`config.mk`:
```
export PLATFORM = sky130hd
export DESIGN_NAME = fault_tolerant_mesh_route_walk_core
export DESIGN_NICKNAME = d
export VERILOG_FILES = /design/src/design/ftmrw_pkg.sv /design/src/design/ftmrw_hop.sv /design/src/design/fault_tolerant_mesh_route_walk_core.sv
export SDC_FILE = /design/constraint.sdc
export NUM_CORES = 1
export LEC_CHECK = 0
export ABC_CLOCK_PERIOD_IN_PS = 5300
export BUFFER_PORTS_ARGS = -buffer_cell sky130_fd_sc_hd__buf_2
export CORE_MARGIN = 1.5
export CORE_UTILIZATION = 40
export CTS_CLUSTER_SIZE = 28
export DETAILED_ROUTE_END_ITERATION = 7
export GPL_ROUTABILITY_DRIVEN = 0
export PLACE_DENSITY_LB_ADDON = 0.12
export SYNTH_ARGS = -nofsm -noshare
export SYNTH_HDL_FRONTEND = slang
export SYNTH_SLANG_ARGS = --single-unit
```
`constraint.sdc`:
```
create_clock -name clk_i -period 5.3 [get_ports clk_i]
set_input_delay 0.53 -clock clk_i [delete_from_list [all_inputs] [get_ports clk_i]]
set_output_delay 0.53 -clock clk_i [all_outputs]
set_load 0.005 [all_outputs]
```
`src/design/ftmrw_pkg.sv`:
```
`timescale 1ns / 1ps

package ftmrw_pkg;

  localparam int unsigned CoordW   = 2;
  localparam int unsigned LinkW    = 36;
  localparam int unsigned LimitW   = 11;
  localparam int unsigned CountW   = 12;
  localparam int unsigned NodeW    = 4;
  localparam int unsigned CfgIdxW  = 1;

  localparam logic [CoordW-1:0] CoordMax      = 2'd2;
  localparam logic [LinkW-1:0]  LinkOkReset   = {LinkW{1'b1}};
  localparam logic [LimitW-1:0] HopLimitReset = 11'd1000;

  // configuration register indexes
  localparam logic [CfgIdxW-1:0] CFG_LINK_OK   = 1'b0;
  localparam logic [CfgIdxW-1:0] CFG_HOP_LIMIT = 1'b1;

  // travel direction; also the bit offset inside a node's link nibble
  typedef enum logic [2:0] {
    DIR_W   = 3'd0,
    DIR_S   = 3'd1,
    DIR_E   = 3'd2,
    DIR_N   = 3'd3,
    DIR_NEW = 3'd4
  } dir_e;

  typedef enum logic [1:0] {
    OUT_DELIVERED  = 2'd0,
    OUT_UNROUTABLE = 2'd1,
    OUT_LIVELOCK   = 2'd2
  } outcome_e;

  // decision of the hop unit for the current node
  typedef struct packed {
    logic arrived;  // packet sits on the destination
    logic stuck;    // no turn rule applies and not arrived
    dir_e mv;       // chosen move when neither flag is set
  } hop_res_t;

endpackage

```
`src/design/ftmrw_hop.sv`:
```
`timescale 1ns / 1ps

module ftmrw_hop import ftmrw_pkg::*; (
  input  logic [CoordW-1:0] cur_x_i,
  input  logic [CoordW-1:0] cur_y_i,
  input  logic [CoordW-1:0] dst_x_i,
  input  logic [CoordW-1:0] dst_y_i,
  input  dir_e              heading_i,
  input  logic [3:0]        links_i,
  output hop_res_t          res_o
);

  // one extra bit so that +1 never wraps
  logic [CoordW:0] cx, cy, dx, dy, cx1, cy1, dx1, dy1, cmax;
  logic wok, sok, eok, nok, fromws;
  logic hw, hs, he, hn;
  logic [11:0] rule;

  assign cx   = {1'b0, cur_x_i};
  assign cy   = {1'b0, cur_y_i};
  assign dx   = {1'b0, dst_x_i};
  assign dy   = {1'b0, dst_y_i};
  assign cx1  = cx + 3'd1;
  assign cy1  = cy + 3'd1;
  assign dx1  = dx + 3'd1;
  assign dy1  = dy + 3'd1;
  assign cmax = {1'b0, CoordMax};

  assign wok = links_i[DIR_W[1:0]];
  assign sok = links_i[DIR_S[1:0]];
  assign eok = links_i[DIR_E[1:0]];
  assign nok = links_i[DIR_N[1:0]];

  assign hw = (heading_i == DIR_W);
  assign hs = (heading_i == DIR_S);
  assign he = (heading_i == DIR_E);
  assign hn = (heading_i == DIR_N);
  assign fromws = hw || hs || (heading_i == DIR_NEW);

  // turn rules, highest priority first
  always_comb begin
    rule[0]  = (cx == dx1) && (cy == dy) && wok;
    rule[1]  = (cy == dy1) && (cx == dx) && sok;
    rule[2]  = (cx1 == dx) && (cy == dy) && eok;
    rule[3]  = (cy1 == dy) && (cx == dx) && nok;
    rule[4]  = (cx != '0) && fromws && wok && ((cx >= dx) || ((cy <= dy) && !sok));
    rule[5]  = (cy != '0) && fromws && sok && ((cy >= dy) || ((cx <= dx) && !wok)) &&
               ((dx != cx1) || (dy != cy1));
    rule[6]  = (cx != cmax) && !hw && eok && ((dx > cx1) || ((dx > cx) && (dy == cy1)));
    rule[7]  = (cy != cmax) && !hs && nok && (dy > cy);
    rule[8]  = (cx != '0) && (cx >= dx) && (!he || ((cy1 == dy) && (cx == dx))) && wok;
    rule[9]  = (cy != '0) && (cy >= dy) && !hn && sok &&
               (!he || (dx != cmax) || (dy != cmax));
    rule[10] = (cx != cmax) && (cx <= dx) &&
               (!hw || (cx == dx) || ((cx1 == dx) && (cy1 != dy))) && eok;
    rule[11] = (cy != cmax) && (cy <= dy) && (!hs || (cx <= dx)) && nok;
  end

  always_comb begin
    res_o.arrived = (cx == dx) && (cy == dy);
    res_o.stuck   = 1'b0;
    if      (rule[0])  res_o.mv = DIR_W;
    else if (rule[1])  res_o.mv = DIR_S;
    else if (rule[2])  res_o.mv = DIR_E;
    else if (rule[3])  res_o.mv = DIR_N;
    else if (rule[4])  res_o.mv = DIR_W;
    else if (rule[5])  res_o.mv = DIR_S;
    else if (rule[6])  res_o.mv = DIR_E;
    else if (rule[7])  res_o.mv = DIR_N;
    else if (rule[8])  res_o.mv = DIR_W;
    else if (rule[9])  res_o.mv = DIR_S;
    else if (rule[10]) res_o.mv = DIR_E;
    else if (rule[11]) res_o.mv = DIR_N;
    else begin
      res_o.mv    = DIR_NEW;
      res_o.stuck = !res_o.arrived;
    end
  end

endmodule

```
`src/design/fault_tolerant_mesh_route_walk_core.sv`:
```
`timescale 1ns / 1ps

// Fault-tolerant route walk over a 3x3 mesh.
// Input channel (in_valid_i / in_stall_o): one transaction carries a start node
// and a destination node; coordinates of 3 are treated as 2. Output channel
// (out_valid_o / out_stall_i): one transaction per input carries the outcome
// (delivered, unroutable, livelock), the number of moves and the final node.
// Config: cfg_we_i writes link_ok (index 0) or hop_limit (index 1) from
// cfg_data_i; write only while no walk is in flight.
// Timing: the shared hop unit decides one move per cycle. A delivered or
// unroutable walk ends with a separate final decision after its last move;
// for livelock the last move is also the final decision.
// in_stall_o is high for the whole walk. The output register frees the walker
// from the receiver: the next walk can start while a result is still stalled,
// and a walk that is ready to finish just waits on its final decision until
// the output register empties. Back-pressure never loses or repeats a result.
// Reset: asynchronous, active low; clears the walker and output valid and
// restores link_ok to all ones and hop_limit to 1000. No clearing pass.

module fault_tolerant_mesh_route_walk_core import ftmrw_pkg::*; (
  input  logic                clk_i,
  input  logic                rst_ni,
  // configuration
  input  logic                cfg_we_i,
  input  logic [CfgIdxW-1:0]  cfg_idx_i,
  input  logic [LinkW-1:0]    cfg_data_i,
  // input channel
  input  logic                in_valid_i,
  output logic                in_stall_o,
  input  logic [CoordW-1:0]   start_x_i,
  input  logic [CoordW-1:0]   start_y_i,
  input  logic [CoordW-1:0]   dest_x_i,
  input  logic [CoordW-1:0]   dest_y_i,
  // output channel
  output logic                out_valid_o,
  input  logic                out_stall_i,
  output logic [1:0]          outcome_o,
  output logic [CountW-1:0]   hop_count_o,
  output logic [CoordW-1:0]   final_x_o,
  output logic [CoordW-1:0]   final_y_o
);

  typedef enum logic {
    ST_IDLE,
    ST_WALK
  } state_e;

  state_e             state_q;
  logic [LinkW-1:0]   link_ok_q;
  logic [LimitW-1:0]  hop_limit_q;

  // walker state
  logic [CoordW-1:0]  pos_x_q, pos_y_q, dst_x_q, dst_y_q;
  dir_e               heading_q;
  logic [CountW-1:0]  cnt_q;

  // output register
  logic               out_valid_q;
  outcome_e           outcome_q;
  logic [CountW-1:0]  hop_count_q;
  logic [CoordW-1:0]  final_x_q, final_y_q;

  logic [CoordW-1:0]  sx_sat, sy_sat, dx_sat, dy_sat;
  logic [NodeW-1:0]   node_idx;
  logic [3:0]         links;
  hop_res_t           hop;
  logic [CoordW-1:0]  nxt_x, nxt_y;
  logic [CountW-1:0]  cnt_inc;
  logic               over_limit, finish, out_busy, in_acc;

  assign sx_sat = (start_x_i > CoordMax) ? CoordMax : start_x_i;
  assign sy_sat = (start_y_i > CoordMax) ? CoordMax : start_y_i;
  assign dx_sat = (dest_x_i  > CoordMax) ? CoordMax : dest_x_i;
  assign dy_sat = (dest_y_i  > CoordMax) ? CoordMax : dest_y_i;

  // link nibble of the current node: node = x*3 + y, nibble at node*4
  assign node_idx = NodeW'({pos_x_q, 1'b0}) + NodeW'(pos_x_q) + NodeW'(pos_y_q);
  assign links    = link_ok_q[{node_idx, 2'b00} +: 4];

  ftmrw_hop u_hop (
    .cur_x_i   (pos_x_q),
    .cur_y_i   (pos_y_q),
    .dst_x_i   (dst_x_q),
    .dst_y_i   (dst_y_q),
    .heading_i (heading_q),
    .links_i   (links),
    .res_o     (hop)
  );

  always_comb begin
    nxt_x = pos_x_q;
    nxt_y = pos_y_q;
    unique case (hop.mv)
      DIR_W:   nxt_x = pos_x_q - 2'd1;
      DIR_S:   nxt_y = pos_y_q - 2'd1;
      DIR_E:   nxt_x = pos_x_q + 2'd1;
      DIR_N:   nxt_y = pos_y_q + 2'd1;
      default: ;
    endcase
  end

  assign cnt_inc    = cnt_q + 12'd1;
  // the move that finds the count already at the limit declares livelock
  assign over_limit = (cnt_q >= {1'b0, hop_limit_q});
  assign finish     = hop.arrived || hop.stuck || over_limit;
  assign out_busy   = out_valid_q && out_stall_i;

  assign in_stall_o = (state_q == ST_WALK);
  assign in_acc     = in_valid_i && !in_stall_o;

  always_ff @(posedge clk_i or negedge rst_ni) begin
    if (!rst_ni) begin
      state_q     <= ST_IDLE;
      link_ok_q   <= LinkOkReset;
      hop_limit_q <= HopLimitReset;
      out_valid_q <= 1'b0;
      pos_x_q     <= '0;
      pos_y_q     <= '0;
      heading_q   <= DIR_NEW;
      cnt_q       <= '0;
    end else begin
      if (cfg_we_i) begin
        unique case (cfg_idx_i)
          CFG_LINK_OK:   link_ok_q   <= cfg_data_i;
          CFG_HOP_LIMIT: hop_limit_q <= cfg_data_i[LimitW-1:0];
          default: ;
        endcase
      end

      if (out_valid_q && !out_stall_i) begin
        out_valid_q <= 1'b0;
      end

      unique case (state_q)
        ST_IDLE: begin
          if (in_acc) begin
            pos_x_q   <= sx_sat;
            pos_y_q   <= sy_sat;
            dst_x_q   <= dx_sat;
            dst_y_q   <= dy_sat;
            heading_q <= DIR_NEW;
            cnt_q     <= '0;
            state_q   <= ST_WALK;
          end
        end
        ST_WALK: begin
          if (!finish) begin
            pos_x_q   <= nxt_x;
            pos_y_q   <= nxt_y;
            heading_q <= hop.mv;
            cnt_q     <= cnt_inc;
          end else if (!out_busy) begin
            // final decision; held back while the output register is full and stalled
            out_valid_q <= 1'b1;
            state_q     <= ST_IDLE;
            if (hop.arrived) begin
              outcome_q   <= OUT_DELIVERED;
              hop_count_q <= cnt_q;
              final_x_q   <= pos_x_q;
              final_y_q   <= pos_y_q;
            end else if (hop.stuck) begin
              outcome_q   <= OUT_UNROUTABLE;
              hop_count_q <= cnt_q;
              final_x_q   <= pos_x_q;
              final_y_q   <= pos_y_q;
            end else begin
              outcome_q   <= OUT_LIVELOCK;
              hop_count_q <= cnt_inc;
              final_x_q   <= nxt_x;
              final_y_q   <= nxt_y;
              pos_x_q     <= nxt_x;
              pos_y_q     <= nxt_y;
              heading_q   <= hop.mv;
              cnt_q       <= cnt_inc;
            end
          end
        end
        default: state_q <= ST_IDLE;
      endcase
    end
  end

  assign out_valid_o = out_valid_q;
  assign outcome_o   = outcome_q;
  assign hop_count_o = hop_count_q;
  assign final_x_o   = final_x_q;
  assign final_y_o   = final_y_q;

endmodule

```
==> load_flow_metrics.sql <==
INSERT INTO impl_metrics (metric_group, metric, value, unit) VALUES
('run_status', 'status', 'finished clean', ''),
('clocking', 'cts-buffers-inserted', '9', ''),
('setup_path', 'worstSetupStartpointType', 'flop', ''),
('drt', 'detail_route.vias_per_cell', '5.42', ''),
('drt', 'remaining_drc_errors', '0', ''),
('place', 'hpwl', '9.41', 'mm'),
('timing', 'final-setup-viol-count', '0', ''),
('layout', 'syn_to_final_growth', '15.0', '%'),
('layout', 'most-common-layout-cells', '69 x sky130_fd_sc_hd__buf_2, 55 x sky130_fd_sc_hd__mux2_2, 43 x sky130_fd_sc_hd__dfstp_2', ''),
('drt', 'detailedRoute.firstIterationViolations', '151', ''),
('clocking', 'clkLatencyLatePin', '360', 'ps'),
('floorplan', 'core_area', '13200', 'sq um'),
('drt', 'route.vias.total', '3900', ''),
('timing', 'post-route-period-util', '91.3', '%'),
('clocking', 'clock_tree.buffer_depth', '2', ''),
('drt', 'wl_per_cell', '17.3', 'um'),
('grt', 'global_route.usage.total', '18.4', '%'),
('yosys', 'post_synth_num_cell_types', '71', ''),
('setup_path', 'path_max_fanout', '12', ''),
('timing', 'fin_worst_skew', '9.12', 'ps'),
('flow_run', 'drv.max_cap_violation_count', '0', ''),
('setup_path', 'worst-setup-path-type', 'flop to flop', ''),
('timing', 'finalMaxSlewViolations', '0', ''),
('drt', 'drt.antenna.violating_nets', '0', ''),
('layout', 'nets', '622', ''),
('yosys', 'async_flop_share', '75.6', '%'),
('drt', 'drt-pass1-iter-count', '6', ''),
('clocking', 'cts_hold_repair.buffers', '0', ''),
('yosys', 'synth-edff-count', '22', ''),
('setup_path', 'critical_path_buf_inv_count', '4', ''),
('clocking', 'cts_tree', 'done', ''),
('clocking', 'cts_setup_buffers', '0', ''),
('floorplan', 'placement_rows', '42', ''),
('setup_path', 'cp_slowest_stage_delay', '580', 'ps'),
('timing', 'setup_total_negative_slack', '0', 'ps'),
('yosys', 'post_synth_inst_count', '469', ''),
('grt', 'antenna_found_initial', '0', ''),
('yosys', 'ys_seq_area_share', '44.8', '%'),
('setup_path', 'cp_common_cell', 'sky130_fd_sc_hd__inv_1', ''),
('floorplan', 'io_pins', '70', ''),
('timing', 'timing_hold_violations_final', '0', ''),
('floorplan', 'design.die.area', '14200', 'sq um'),
('yosys', 'synth.largest_area_cell', 'sky130_fd_sc_hd__dfstp_2', ''),
('timing', 'tightestPinTransition', '989', 'ps'),
('layout', 'layout.cells.most_common', 'sky130_fd_sc_hd__buf_2', ''),
('setup_path', 'required', '5580', 'ps'),
('floorplan', 'dieWidth', '119', 'um'),
('floorplan', 'floorplan.initialDensity', '40.9', '%'),
('yosys', 'synth-warning-count', '0', ''),
('grt', 'grt.overflow.total', '0', ''),
('grt', 'grt_pass1_wl', '20.3', 'mm'),
('layout', 'num_antenna_cells', '0', ''),
('drt', 'wl', '12.4', 'mm'),
('yosys', 'synth_seq_cells', '90', ''),
('layout', 'proportion_of_layout_cells_with_a_drive_suffix_above_1', '37.5', '%'),
('setup_path', 'crit_path_slowest_cell', 'sky130_fd_sc_hd__fa_1', ''),
('setup_path', 'ordered_list_of_cells_on_the_worst_path', 'inv_1 -> fa_1 -> inv_1 -> ha_1 -> inv_1 -> fa_1 -> or2_2 -> o221ai_1 -> o21a_1 -> a2111oi_2 -> or2_1 -> or3_4 -> a221oi_4 -> buf_4 -> a21o_1 -> o2bb2ai_1', ''),
('floorplan', 'die_height', '119', 'um'),
('timing', 'max_freq', '207', 'MHz'),
('setup_path', 'worst-endpoint-arrival', '5120', 'ps'),
('worst_hold_path', 'timing.hold.worst.class', 'input port to asynchronous set/reset pin', ''),
('place', 'io_buffer_count', '69', ''),
('yosys', 'postSynth.topFlopCell', 'sky130_fd_sc_hd__dfstp_2', ''),
('grt', 'grt_pass1_vias', '3819', ''),
('clocking', 'htree_num_levels', '3', ''),
('layout', 'fillers', '1241', ''),
('setup_path', 'cell_family_with_most_cp_delay', 'compound AO/OA/AOI/OAI gates', ''),
('clocking', 'cts_root_buf', 'sky130_fd_sc_hd__clkbuf_16', ''),
('setup_path', 'cp-end-kind', 'flop', ''),
('yosys', 'synthesized_net_count', '552', ''),
('timing', 'grt_setup_unrepaired', 'false', '');
## kinds of logic after synthesis
group	synth area share, %
AOI/OAI and AO/OA	15.5
buffers and inverters	3.29
xor gates and xnor gates	2.92
muxes	13.6
adders and majority gates	7.93
DFF	44.8
and+or+nand+nor	12.0
## worst paths after layout
check                      slack [ps]  depth (start not counted)                         end                  startpoint
setup reg to reg                  460                         16    heading_q[1]$_DFFE_PN0P_      pos_x_q[0]$_DFFE_PN0P_
min in group clk_i                370                          1    dst_y_q[1]$_SDFFCE_PN1P_                 dest_y_i[1]
max in group asynchronous        4190                          2        cnt_q[1]$_DFFE_PN0P_                      rst_ni
hold reg to reg                   510                          1  hop_limit_q[1]$_DFFE_PN0P_  hop_limit_q[1]$_DFFE_PN0P_
hold / removal                     40                          1      pos_x_q[1]$_DFFE_PN0P_                      rst_ni
setup / recovery                  460                         16    heading_q[1]$_DFFE_PN0P_      pos_x_q[0]$_DFFE_PN0P_
## flip-flops by register name, summed over array words and instances, names as in the netlist
| name | count |
|---|---|
| final_x_o | 2 |
| cnt_q | 12 |
| heading_q | 3 |
| outcome_o | 2 |
| pos_y_q | 2 |
| final_y_o | 2 |
| hop_count_o | 12 |
| out_valid_o | 1 |
| link_ok_q | 36 |
| hop_limit_q | 11 |
| dst_y_q | 2 |
| dst_x_q | 2 |
| pos_x_q | 2 |
| in_stall_o | 1 |
## area by class of cell
cell class | count | area (sq um) | area share, %
multi-input combinational | 336 | 2810 | 45.3
tap | 176 | 220 | 3.55
timing repair buffer | 73 | 375 | 6.04
inverter | 29 | 109 | 1.75
sequential | 90 | 2420 | 38.9
clock inverter | 7 | 51.3 | 0.826
clock buffer | 9 | 225 | 3.63
## synth_stat cells, types with 5 or more instances
library cell	instances
sky130_fd_sc_hd__dfrtp_1	25
sky130_fd_sc_hd__a21o_1	9
sky130_fd_sc_hd__o31ai_1	5
sky130_fd_sc_hd__nand2b_1	9
sky130_fd_sc_hd__nand2_1	32
sky130_fd_sc_hd__xnor2_1	14
sky130_fd_sc_hd__a31oi_1	8
sky130_fd_sc_hd__inv_1	29
sky130_fd_sc_hd__a21oi_1	15
sky130_fd_sc_hd__o21ai_0	14
sky130_fd_sc_hd__mux2_2	55
sky130_fd_sc_hd__nand3_1	12
sky130_fd_sc_hd__edfxtp_1	22
sky130_fd_sc_hd__nor2_1	13
sky130_fd_sc_hd__o21a_1	8
sky130_fd_sc_hd__clkbuf_1	9
sky130_fd_sc_hd__nor3_1	9
sky130_fd_sc_hd__nor2b_1	11
sky130_fd_sc_hd__dfstp_2	43
sky130_fd_sc_hd__ha_1	31
## per-layer routing
layer  GRT usage [%]  vias up  share of wire [%]
li1                -     1877                  -
met1            26.5     1881                 49
met2            26.8      127                 44
met3            4.36       15                5.8
met4            6.70        0                1.7
met5               0        -                  0
## through the flow
step	hold slack, ps	instance area [sq um]	cells	worst slack, ps
3_5_place_dp	425	5930	704	499
4_1_cts	38.0	6210	720	471
5_1_grt	40.8	6210	720	170
6_report	43.9	6210	720	464
3_3_place_gp	422	5930	704	611
2_1_floorplan	234	5400	469	672
## worst register-to-register path: stages, from the launching register on
cell	delay, ps
sky130_fd_sc_hd__dfrtp_1	480
sky130_fd_sc_hd__inv_1	230
sky130_fd_sc_hd__fa_1	580
sky130_fd_sc_hd__inv_1	60
sky130_fd_sc_hd__ha_1	190
sky130_fd_sc_hd__inv_1	60
sky130_fd_sc_hd__fa_1	490
sky130_fd_sc_hd__or2_2	360
sky130_fd_sc_hd__o221ai_1	270
sky130_fd_sc_hd__o21a_1	190
sky130_fd_sc_hd__a2111oi_2	70
sky130_fd_sc_hd__or2_1	290
sky130_fd_sc_hd__or3_4	430
sky130_fd_sc_hd__a221oi_4	540
sky130_fd_sc_hd__buf_4	240
sky130_fd_sc_hd__a21o_1	140
sky130_fd_sc_hd__o2bb2ai_1	120
Power is left out: the tool's default activity adds up to more than one toggle a clock period on the data nets, which glitch-free logic cannot reach.
